$ cat config.mk
export PLATFORM = sky130hd
export DESIGN_NAME = tsw_queue
export DESIGN_NICKNAME = d
export VERILOG_FILES = /design/src/hw/rtl/tsw_pkg.sv /design/src/hw/rtl/tsw_queue.sv
export SDC_FILE = /design/constraint.sdc
export NUM_CORES = 1
export LEC_CHECK = 0
export BUFFER_PORTS_ARGS = -buffer_cell sky130_fd_sc_hd__buf_2
export CORE_AREA = 2 2 120 122
export CTS_BUF_LIST = sky130_fd_sc_hd__clkbuf_2 sky130_fd_sc_hd__clkbuf_4 sky130_fd_sc_hd__clkbuf_8
export CTS_CLUSTER_DIAMETER = 60
export DETAILED_ROUTE_END_ITERATION = 8
export DIE_AREA = 0 0 122 124
export PLACE_DENSITY = 0.81
export SLEW_MARGIN = 5
export SYNTH_ARGS = -nofsm -noshare
export SYNTH_HDL_FRONTEND = slang
export SYNTH_SLANG_ARGS = --single-unit
$ cat constraint.sdc
create_clock -name clk -period 6.4 [get_ports clk]
set_clock_uncertainty 0.2 [all_clocks]
set_input_delay 0.32 -clock clk [delete_from_list [all_inputs] [get_ports clk]]
set_output_delay 0.32 -clock clk [all_outputs]
set_load 0.03 [all_outputs]
$ cat src/hw/rtl/tsw_pkg.sv
// ----------------------------------------------------------------------------
// tsw_pkg: shared types and helpers of the wrapping bilinear texture sampler
// Holds the register codes, the command word passed from the front end to the
// back end, and the fixed-point blend used by the back end.
// ----------------------------------------------------------------------------
package tsw_pkg;

  localparam int MaxWidth  = 64;
  localparam int MaxHeight = 64;
  localparam int FracBits  = 8;
  localparam int XBits     = $clog2(MaxWidth);
  localparam int YBits     = $clog2(MaxHeight);
  localparam int AddrBits  = XBits + YBits;
  localparam int Depth     = MaxWidth * MaxHeight;

  // configuration register indexes
  localparam logic [2:0] REG_TEX_WIDTH   = 3'd0;
  localparam logic [2:0] REG_TEX_HEIGHT  = 3'd1;
  localparam logic [2:0] REG_WRAP_S      = 3'd2;
  localparam logic [2:0] REG_WRAP_T      = 3'd3;
  localparam logic [2:0] REG_FILTER_MODE = 3'd4;

  // wrap modes
  localparam logic [1:0] WRAP_CLAMP  = 2'd0;
  localparam logic [1:0] WRAP_REPEAT = 2'd1;
  localparam logic [1:0] WRAP_MIRROR = 2'd2;

  // command kinds
  localparam logic CMD_WRITE  = 1'b0;
  localparam logic CMD_SAMPLE = 1'b1;

  // filter modes
  localparam logic FILT_NEAREST  = 1'b0;
  localparam logic FILT_BILINEAR = 1'b1;

  typedef struct packed {
    logic [6:0] width;   // effective size, 1..64
    logic [6:0] height;
    logic [1:0] wrap_s;
    logic [1:0] wrap_t;
    logic       filter;
  } cfg_t;

  // one request for the back end
  typedef struct packed {
    logic                is_write;
    logic                nearest;
    logic [AddrBits-1:0] addr00;   // also the write or nearest address
    logic [AddrBits-1:0] addr10;
    logic [AddrBits-1:0] addr01;
    logic [AddrBits-1:0] addr11;
    logic [FracBits-1:0] fu;
    logic [FracBits-1:0] fv;
    logic [31:0]         data;
  } req_t;

  // rounded linear blend of two 8-bit channels
  function automatic logic [7:0] lerp8(input logic [7:0] a, input logic [7:0] b,
                                       input logic [FracBits-1:0] f);
    logic [FracBits:0]    omf;
    logic [FracBits+9:0]  acc;
    omf = (FracBits+1)'(1 << FracBits) - {1'b0, f};
    acc = ({{(FracBits+2){1'b0}}, a} * {9'b0, omf})
        + ({{(FracBits+2){1'b0}}, b} * {10'b0, f})
        + (FracBits+10)'(1 << (FracBits-1));
    lerp8 = acc[FracBits+7:FracBits];
  endfunction

endpackage

$ cat src/hw/rtl/tsw_queue.sv
// ----------------------------------------------------------------------------
// tsw_queue: two-entry request queue
// Decouples the coordinate front end from the texel back end.
// ----------------------------------------------------------------------------
module tsw_queue (
  input  logic          clk,
  input  logic          rst_n,
  input  logic          push_valid,
  output logic          push_ready,
  input  tsw_pkg::req_t push_req,
  output logic          pop_valid,
  input  logic          pop_ready,
  output tsw_pkg::req_t pop_req
);

  tsw_pkg::req_t mem_r [2];
  logic       wp_r, wp_nxt, rp_r, rp_nxt;
  logic [1:0] cnt_r, cnt_nxt;
  logic       do_push, do_pop;

  assign push_ready = (cnt_r != 2'd2);
  assign pop_valid  = (cnt_r != 2'd0);
  assign pop_req    = mem_r[rp_r];
  assign do_push    = push_valid && push_ready;
  assign do_pop     = pop_valid && pop_ready;

  // pointers and fill count
  always_comb begin
    wp_nxt  = do_push ? ~wp_r : wp_r;
    rp_nxt  = do_pop ? ~rp_r : rp_r;
    cnt_nxt = cnt_r + 2'(do_push) - 2'(do_pop);
  end

  always_ff @(posedge clk) begin
    if (!rst_n) begin
      wp_r  <= 1'b0;
      rp_r  <= 1'b0;
      cnt_r <= 2'd0;
    end else begin
      wp_r  <= wp_nxt;
      rp_r  <= rp_nxt;
      cnt_r <= cnt_nxt;
    end
  end

  // storage
  always_ff @(posedge clk) begin
    if (do_push) mem_r[wp_r] <= push_req;
  end

endmodule

# ---- After elaboration in Yosys (flattened, before gate mapping)
# Memories as Yosys holds them, arrays and structs flattened. A register that Yosys moved wholly into a read port is not among the register bits.
# Cells that the tools add are included.
dict set report classes {
  addsub 2
  n_eq_ne 1
  muxes 4
  bitwise 2
  reduce_logical 3
}
# op count
set ops {}
lappend ops {{$mux 1} 4}
lappend ops {{$add 2x1->2} 1}
lappend ops {{$logic_and 1x1->1} 2}
lappend ops {{$ne 2x2->1 const B} 1}
lappend ops {{$not 1->1} 2}
lappend ops {{$reduce_bool 2->1} 1}
lappend ops {{$sub 2x1->2} 1}
dict set report word_totals {
  regBits 4
  mem_bits_rw 196
  in_bits 102
  out_inout_bits 100
  elab_cells 16
  memories 1
}
# memory words width rd rd_ports_with_merged_regs wr line_no
set memory_table {}
lappend memory_table {mem_r 2 98 1 1 1 tsw_queue.sv:16} ;# tsw_pkg::req_t mem_r [2];

# ---- Depth between registers and ports, before layout
# Gate-level depths: netlist (run 1).
dict set report depth {
  ltp_word 4
  ltp_mapped 8
  mapped_depth_nobuf 8
}

# ---- Worst setup path before layout (run 1)
# Ideal clock, no wire load.
dict set report synth_path {
  path_kind {register -> register}
  start {reg cnt_r[0]}
  end {mem mem_r[0][0] in the netlist's numbering, enable pin}
  setup_ns 0.556
  t_arrival_ns 4.928
  required_time_ns 5.644
  path_slack_ns 0.716
  path_stages_with_launch 4
  path_buffers 0
  period_less_slack_ns 5.684
  cell_sequence {dfxtp_1 > nand2b_1 > nand2_1 > nor2_1}
}
dict set report synth_between {
  elab_chain_len 4
}
# element line_no
set synth_rtl {}
lappend synth_rtl {{start, declared} tsw_queue.sv:18} ;# logic [1:0] cnt_r, cnt_nxt;
lappend synth_rtl {{start signal, assigned} tsw_queue.sv:42} ;# cnt_r <= cnt_nxt;
lappend synth_rtl {{$ne 2x2->1} tsw_queue.sv:21} ;# assign push_ready = (cnt_r != 2'd2);
lappend synth_rtl {{via push_ready} tsw_queue.sv:9} ;# output logic push_ready,
lappend synth_rtl {{$logic_and 1x1->1} tsw_queue.sv:24} ;# assign do_push = push_valid && push_ready;
lappend synth_rtl {{$mux 1} tsw_queue.sv:48} ;# if (do_push) mem_r[wp_r] <= push_req;
lappend synth_rtl {{$mux 1 (not written as such)} tsw_queue.sv:48}
lappend synth_rtl {{end, declared} tsw_queue.sv:16}
# The timed path passes the listed nets, and every way through them passes these cells.

==> qor.csv, run 1 <==
stage;metric;value;unit
power_and_ir_drop;sw frac;32.8;%
floorplanning;# IOs;202;
power_and_ir_drop;Clk pwr share;24.6;%
clocking;number of CTS-inserted buffers;30;
grt;gr ovfl total;0;
grt;initial antenna violation count;0;
synth;mux cell area share after synthesis;16.1;%
clocking;root buffer cell;clkbuf_8;
place;IO buf count;201;
critical_path;Max stage delay on crit path;0.80;ns
floorplanning;die area;15100;um2
final_layout;Diodes inserted;0;
min_path;hold path cells;4;
timing;Fin Setup TNS;0;ns
floorplanning;Initial Utilization;53.8;%
detailed_routing;number of DRC markers in iteration 0;222;
power_and_ir_drop;Peak VDD IR;0.000213;V
grt;first-pass GRT wire length;22400;um
detailed_routing;Post-DRT Antenna Nets;0;
clocking;Clock transition at path regs;0.07;ns
synth;adder-cell share of the synthesized area;0.339;%
flow_run;Max Cap Violations;0;
synth;Mapped Avg Cell Area;22.4;um2
synth;YS warnings;0;
final_layout;fillers;799;
critical_path;critical path arrival;2.71;ns
clocking;TritonCTS clock tree;done;
synth;largest family of logic cells by synthesized area;multiplexers;
clocking;Post-CTS Hold Fix Bufs;100;
power_and_ir_drop;Seq pwr share;45.4;%
floorplanning;die width;122;um
grt;largest net degree at the start of global routing;68;
grt;Tot GR Track Use;19.4;%
synth;Simple-Gate Fraction of Synth Area;0.831;%
timing;fmax;0.310;GHz
floorplanning;Die H;124;um
timing;count of final setup violators;0;
critical_path;crit-path max FO;53;
synth;Synth Area in Compound Gates;0.102;%
power_and_ir_drop;Leakage;0.00388;uW
critical_path;Startpoint Class;flop;
critical_path;CP max stage cell;dfxtp_4;
detailed_routing;drt drc;0;
final_layout;synth-to-layout area growth;37.1;%
place;DP HPWL;8460;um
synth;Post-Syn Area;7380;um2
power_and_ir_drop;Combinational Power Share;30.0;%
clocking;clk sinks;201;
timing;Rel. slew slack;18.7;%
power_and_ir_drop;Internal Pwr Total;2580;uW
clocking;Post-CTS Setup Bufs;0;
clocking;Clock Path Buffers;3;
outcome;outcome;complete, no violations;
detailed_routing;vias;4246;
critical_path;Crit path max-delay family;buffers and inverters;
detailed_routing;post-DR vias/cell;4.96;
detailed_routing;Wirelength per Cell;18.1;um
clocking;H-tree Lvls;1;
critical_path;Setup CP Type;reg2out;
floorplanning;row cnt;43;
final_layout;nets;758;
critical_path;Reg2Reg Depth;4;
synth;syn_nets;433;
timing;unrepaired setup endpoints after global routing;no;
clocking;worst-skew pair later-pin latency;0.54;ns
grt;vias in the first global route;4557;
synth;synthesized flop and latch total;201;
critical_path;WP depth;3;
critical_path;Critical Path End Type;output port;
timing;Slew Viols, Final;0;
place;GP Congestion;0.724;
final_layout;layout cells sized above 1;51.9;%
timing;worst setup margin;3.17;ns
timing;crit share post-route;50.4;%
critical_path;crit-path cells;buf_4 -> mux2_2 -> buf_2;
critical_path;Critical Path RT;5.88;ns
timing;fin crit period;3.23;ns
clocking;post-cts resize count;0;
timing;Hold Fails Final Rpt;0;
synth;Synth Area in XOR/XNOR;0.356;%
place;Place WS;3.33;ns
power_and_ir_drop;power per cell area;380;nW/um2
power_and_ir_drop;P_sw;1260;uW
floorplanning;Core ar.;13700;um2
synth;sequential share of the synthesized area;81.1;%
critical_path;worst path bufs/invs;2;
detailed_routing;router iterations before antenna repair;4;
synth;post-synthesis cell type count;18;
detailed_routing;Detailed Route WL;15500;um
synth;Cells after Synth;329;
min_path;Hold WC Path Type;in2reg;
timing;worst-margin pin slew;1.22;ns
## cell type report
class / count / area, um2 / area share [%]
Clock buffer: 39 / 480 / 4.75
Inverter: 1 / 3.75 / 0.0371
Timing Repair Buffer: 304 / 2030 / 20.1
Clock inverter: 15 / 67.6 / 0.668
Multi-Input combinational cell: 116 / 1320 / 13.1
Tap cell: 180 / 225 / 2.23
Sequential cell: 201 / 5990 / 59.2
## flip-flops by register name, indices dropped and copies added, names as in the netlist, named ones only
signal / count
cnt_r: 2
mem_r: 196
rp_r: 1
wp_r: 1
## tightest hold or removal path: stages
cell     delay (ns)
buf_2          0.08
o21a_1         0.15
xnor2_1        0.09
nor2b_1        0.10
## power groups by stage
stage	clock [uW]	sequential, uW	combinational, uW
finish	946	1740	1150
global route	1020	1760	1220
CTS	959	1740	1150
detailed placement	0	1770	1100
global placement	0	1760	1080
floorplan	0	1730	861
## kinds of logic (layout without fill, tap and decap cells)
kind of cell | after synthesis | after routing
DFF | 201 | 201
adders and majority gates | 2 | 2
AOI/OAI and AO/OA | 1 | 1
buffers and inverters | 12 | 359
xor gates and xnor gates | 3 | 3
and+or+nand+nor | 11 | 11
muxes | 99 | 99
## metrics by stage
step | hold slack, ns | util, % | total power (uW) | cells | instance area (um2)
floorplan | 0.219 | - | 2590 | 329 | 7380
global placement | 0.307 | 62.5 | 2840 | 702 | 8570
detailed placement | 0.311 | 62.5 | 2870 | 702 | 8570
CTS | 0.000680 | 73.7 | 3860 | 856 | 10100
global route | 0.0418 | 73.7 | 4000 | 856 | 10100
finish | 0.0351 | 73.7 | 3840 | 856 | 10100
## final timing paths
path / start / endpoint / slack (ns)
max reg2reg: cnt_r[0] / mem_r[0][12] / 3.36
min reg2reg: wp_r / wp_r / 0.33
max: flop / pop_req[24] / 3.17
min: pop_ready / flop / 0.04
## synth_stat cells
master	n	area [um2]
ha_1	2	25.0
mux2i_1	1	10.0
and2_1	2	12.5
buf_6	4	45.0
nand2b_1	2	12.5
nor2b_1	2	12.5
o21a_1	1	7.51
nand2_1	2	7.51
mux2_2	78	878
inv_1	1	3.75
buf_2	7	35.0
and3_1	1	6.26
mux2_4	20	300
edfxtp_1	196	5890
or2_2	1	6.26
nor2_1	1	3.75
xnor2_1	3	26.3
dfxtp_1	5	100
## cell usage in the layout, fill, tap and decap left out, types with 4 or more instances in the layout
cell type,count
dfxtp_1,4
clkinv_1,9
clkbuf_8,30
mux2_2,78
mux2_4,20
clkbuf_4,9
clkinv_2,5
buf_2,201
dlygate4sd3_1,100
edfxtp_1,196
## routing by layer
metal | share of wire, % | routed length, um | track usage, % | vias to the layer above
li1 | - | - | - | 1954
met5 | 0 | 0 | 0 | -
met3 | 7.6 | 1180 | 4.95 | 27
met4 | 2.0 | 317 | 6.32 | 0
met1 | 37 | 5690 | 20.5 | 2086
met2 | 54 | 8330 | 37.5 | 179
Power figures use the tool's default switching activity.
==> inputs of run 2 (changes only) <==
Settings changed: CORE_AREA 2 2 120 122 to 2 2 126 128, DIE_AREA 0 0 122 124 to 0 0 128 130, PLACE_DENSITY 0.81 to 0.78.
Clock period 6.4 ns to 2.65 ns, I/O delays scaled along.
==> run 2 against run 1 <==
Wire length is 2.2% lower; flip-flop and latch count stayed put; die area is 10% higher; count of clock-buffer cells in the layout is 7 higher; via count is 0.19% higher; total power is 150% higher.
==> qor.csv, run 2 (synthesis results as in run 1) <==
stage;metric;value;unit
clocking;H-tree Lvls;1;
grt;vias in the first global route;4727;
floorplanning;Initial Utilization;47.8;%
final_layout;fin util;66.5;%
clocking;clk sinks;201;
timing;unrepaired setup endpoints after global routing;no;
power_and_ir_drop;Seq pwr share;43.5;%
clocking;Post-CTS Setup Bufs;0;
final_layout;nets;764;
clocking;TritonCTS clock tree;done;
critical_path;Startpoint Class;flop;
clocking;number of CTS-inserted buffers;31;
clocking;worst-skew pair later-pin latency;0.52;ns
power_and_ir_drop;P_sw;3050;uW
power_and_ir_drop;Combinational Power Share;31.2;%
detailed_routing;Detailed Route WL;15200;um
timing;crit share post-route;80.3;%
critical_path;Critical Path End Type;output port;
detailed_routing;Wirelength per Cell;17.3;um
timing;Hold Fails Final Rpt;0;
power_and_ir_drop;Peak VDD IR;0.000800;V
final_layout;Diodes inserted;0;
detailed_routing;vias;4254;
critical_path;Setup CP Type;reg2out;
power_and_ir_drop;power per cell area;921;nW/um2
grt;largest net degree at the start of global routing;50;
final_layout;Top reg by flops;mem_r;
detailed_routing;Post-DRT Antenna Nets;0;
power_and_ir_drop;Leakage;0.00394;uW
place;DP HPWL;8830;um
floorplanning;die width;128;um
detailed_routing;drt drc;0;
floorplanning;die area;16600;um2
floorplanning;Die H;130;um
timing;worst-margin pin slew;0.671;ns
detailed_routing;post-DR vias/cell;4.86;
clocking;root buffer cell;clkbuf_8;
grt;Tot GR Track Use;17.9;%
grt;gr ovfl total;0;
floorplanning;Core ar.;15400;um2
final_layout;most frequent cells in the layout;buf_2, edfxtp_1, dlygate4sd3_1;
critical_path;crit-path max FO;49;
power_and_ir_drop;sw frac;32.3;%
final_layout;max reg flops;196;
clocking;Clock transition at path regs;0.06;ns
detailed_routing;router iterations before antenna repair;4;
timing;Rel. slew slack;55.3;%
final_layout;layout cells sized above 1;52.8;%
detailed_routing;number of DRC markers in iteration 0;230;
final_layout;synth-to-layout area growth;39.1;%
floorplanning;row cnt;46;
timing;Slew Viols, Final;0;
power_and_ir_drop;Internal Pwr Total;6400;uW
power_and_ir_drop;Clk pwr share;25.3;%
timing;fmax;0.470;GHz
floorplanning;# IOs;202;
place;GP Congestion;0.755;
timing;fin crit period;2.13;ns
clocking;Clock Path Buffers;3;
critical_path;Critical Path RT;2.32;ns
grt;first-pass GRT wire length;23300;um
outcome;outcome;complete, no violations;
timing;Fin Setup TNS;0;ns
min_path;Hold WC Path Type;in2reg;
final_layout;Largest regs;mem_r: 196 flops, cnt_r: 2 flops;
power_and_ir_drop;Pwr Total;9460;uW
flow_run;Max Cap Violations;0;
final_layout;most common cell after layout, fill and taps aside;buf_2;
place;IO buf count;201;
grt;initial antenna violation count;0;
critical_path;critical path arrival;1.79;ns
timing;count of final setup violators;0;
==> run 2: cell types whose count changed in the layout (fill, tap and decap cells not counted) <==
cell           change
clkbuf_4           +6
clkinv_2           -4
buf_12             +3
buf_4              +1
clkbuf_8           +1
clkinvlp_4         +1
dfxtp_1            -1
dfxtp_2            +1
dlygate4sd3_1      +1
inv_6              -1
nand2_1            -1
nand2_4            +1
nand2b_1           -1
nand2b_4           +1
==> run 2: critical path, stage by stage (launching register included) <==
cell and delay (ns):
dfxtp_4 0.37, buf_12 0.28, mux2_2 0.39, buf_2 0.18
==> run 2: path summary, 6_finish.rpt <==
check	start	cells after the start	to	slack (ns)
min	push_req[44]	2	mem_r[1][44]	0.11
max	flop	3	pop_req[1]	0.52
max reg2reg	cnt_r[0]	3	mem_r[1][36]	0.75
min reg2reg	rp_r	2	flop	0.35
==> run 2: power by group through the flow <==
stage | logic [uW] | registers [uW] | clock network [uW]
floorplan | 2100 | 4150 | 0
global placement | 2780 | 4150 | 0
detailed placement | 2820 | 4180 | 0
CTS | 2950 | 4120 | 2450
global route | 3120 | 4150 | 2610
finish | 2950 | 4110 | 2390
==> run 2: area by class of cell <==
class / instances / area [um2]
clock buffers: 46 / 539
clock inverters: 11 / 46.3
fillers: 1021 / 5160
inverters: 1 / 3.75
multi-input cells: 116 / 1340
flip-flops and latches: 201 / 5990
well taps: 192 / 240
repair buffers: 309 / 2110
==> run 2: layer usage <==
layer,vias up,GRT usage [%],share of wire (%)
li1,1983,-,-
met1,2081,20.2,39
met2,162,33.4,53
met3,28,4.92,6.2
met4,0,5.17,1.7
met5,-,0,0
==> run 2: repair_timing <==
item | in CTS | in global routing
endpoints found under the hold margin | 201 | 0
resized for setup | 0 | 0
hold buffers | 101 | 0
endpoints found under the setup margin | 0 | 0
==> run 2: metrics by stage <==
stage               setup slack [ns]  area, um2  instances  hold WS [ns]
floorplan                    -0.0242       7400        329        0.0314
global placement               0.796       8670        718         0.120
detailed placement             0.756       8670        718         0.125
CTS                            0.472      10300        876        0.0694
global route                   0.437      10300        876        0.0972
finish                         0.523      10300        876         0.114
==> inputs of run 3 (changes only) <==
Clock period 2.65 ns to 1.8 ns, I/O delays scaled along.
==> run 3 against run 2 <==
The flow now finishes with violations (setup timing); utilization grew 9.2 points; combinational power rose by 130%; first-iteration DRC count down 21%; via count grew 6.0%; total power increased by 73%; global-route usage grew 2.6 points; critical path depth grew 1; critical endpoint is now pop_req[35].
==> qor.csv, run 3 (synthesis results as in run 1) <==
stage;metric;value;unit
floorplanning;die area;16600;um2
flow_run;Max Cap Violations;0;
place;GP Congestion;0.752;
clocking;worst-skew pair later-pin latency;0.53;ns
detailed_routing;Detailed Route WL;19500;um
clocking;Clock Path Buffers;3;
floorplanning;die width;128;um
final_layout;design area;11700;um2
detailed_routing;post-DR vias/cell;5.04;
timing;count of final setup violators;98;
detailed_routing;Post-DRT Antenna Nets;0;
final_layout;Top reg by flops;mem_r;
final_layout;most frequent cells in the layout;edfxtp_1, buf_2, dlygate4sd3_1;
timing;Hold Fails Final Rpt;0;
detailed_routing;drt drc;0;
grt;first-pass GRT wire length;25800;um
clocking;H-tree Lvls;1;
final_layout;Largest regs;mem_r: 196 flops, cnt_r: 2 flops;
final_layout;layout cells sized above 1;54.6;%
place;IO buf count;201;
min_path;Hold WC Path Type;in2reg;
grt;largest net degree at the start of global routing;50;
timing;crit share post-route;113;%
critical_path;Startpoint Class;flop;
floorplanning;row cnt;46;
detailed_routing;vias;4509;
grt;initial antenna violation count;0;
final_layout;nets;784;
clocking;TritonCTS clock tree;done;
final_layout;fillers;850;
outcome;failing checks;setup timing;
final_layout;most common cell after layout, fill and taps aside;edfxtp_1;
timing;Fin Setup TNS;-20.11;ns
clocking;clk sinks;201;
final_layout;synth-to-layout area growth;58.3;%
detailed_routing;number of DRC markers in iteration 0;182;
clocking;Clock transition at path regs;0.06;ns
critical_path;Setup CP Type;reg2out;
floorplanning;Core ar.;15400;um2
final_layout;Reg area;6000;um2
final_layout;max reg flops;196;
power_and_ir_drop;Peak VDD IR;0.00102;V
grt;vias in the first global route;4979;
power_and_ir_drop;Pwr Total;16400;uW
clocking;root buffer cell;clkbuf_8;
floorplanning;Initial Utilization;47.8;%
place;Placed Area;8700;um2
critical_path;crit-path max FO;12;
floorplanning;Die H;130;um
floorplanning;# IOs;202;
timing;Rel. slew slack;80.0;%
critical_path;critical path arrival;1.75;ns
grt;Tot GR Track Use;20.5;%
timing;worst-margin pin slew;0.300;ns
critical_path;Critical Path End Type;output port;
place;DP HPWL;8800;um
power_and_ir_drop;power per cell area;1400;nW/um2
timing;Slew Viols, Final;0;
power_and_ir_drop;Leakage;0.00462;uW
final_layout;Multi-input gate area;1660;um2
grt;gr ovfl total;0;
timing;fmax;0.490;GHz
timing;fin crit period;2.04;ns
critical_path;Critical Path RT;1.51;ns
clocking;number of CTS-inserted buffers;31;
timing;worst setup margin;-0.241;ns
outcome;outcome;complete, but fails checks;
timing;unrepaired setup endpoints after global routing;yes;
detailed_routing;Wirelength per Cell;21.8;um
detailed_routing;router iterations before antenna repair;4;
[run 3: worst paths after layout]
check                                   from            to  slack, ns  cells after the start
worst max register to register      cnt_r[0]  mem_r[1][72]       0.01                      5
worst min register to register          rp_r          flop       0.38                      2
worst max-delay path                    flop   pop_req[35]      -0.24                      4
worst min-delay path            push_req[69]  mem_r[0][69]       0.08                      2
[run 3: layout make-up]
type | count | area share [%]
antenna | 1 | 0.0214
clock buffer | 42 | 4.36
clock inverter | 12 | 0.407
inverter | 1 | 0.0321
multi-input combinational | 116 | 14.2
sequential | 201 | 51.3
tap | 192 | 2.06
timing repair buffer | 329 | 27.5
[run 3: per-layer routing]
layer / part of all wire (%) / wire length, um / global-route usage [%]
met4: 1.6 / 312 / 6.08
met2: 56 / 11000 / 40.1
met3: 6.3 / 1230 / 5.37
met1: 36 / 6940 / 21.5
met5: 0 / 0 / 0
[run 3: timing repair]
item	4_1_cts	5_1_grt
endpoints found under the hold margin	291	0
hold buffers	101	0
gates resized for setup	183	131
cloned	6	7
setup buffers	4	3
pin swaps	0	6
setup endpoints to repair	99	100
[run 3: stage by stage]
stage	utilization (%)	setup slack [ns]	hold slack, ns	cells
floorplan	-	-0.874	-0.0111	329
global placement	56.4	0.0672	0.0781	718
detailed placement	56.4	0.0344	0.0814	718
CTS	71.5	-0.260	0.0370	883
global route	75.7	-0.301	0.0463	893
finish	75.7	-0.241	0.0807	894
[run 3: power by group]
part / internal [uW] / leakage [uW] / switching, uW
sequential: 5890 / 0.00187 / 224
clock: 1810 / 0.000297 / 1670
combinational: 3440 / 0.00245 / 3340
[run 3: worst max-delay path, stage by stage (launching register included)]
cell	delay (ns)
dfxtp_4	0.42
buf_8	0.16
buf_16	0.17
mux2_4	0.32
buf_6	0.14
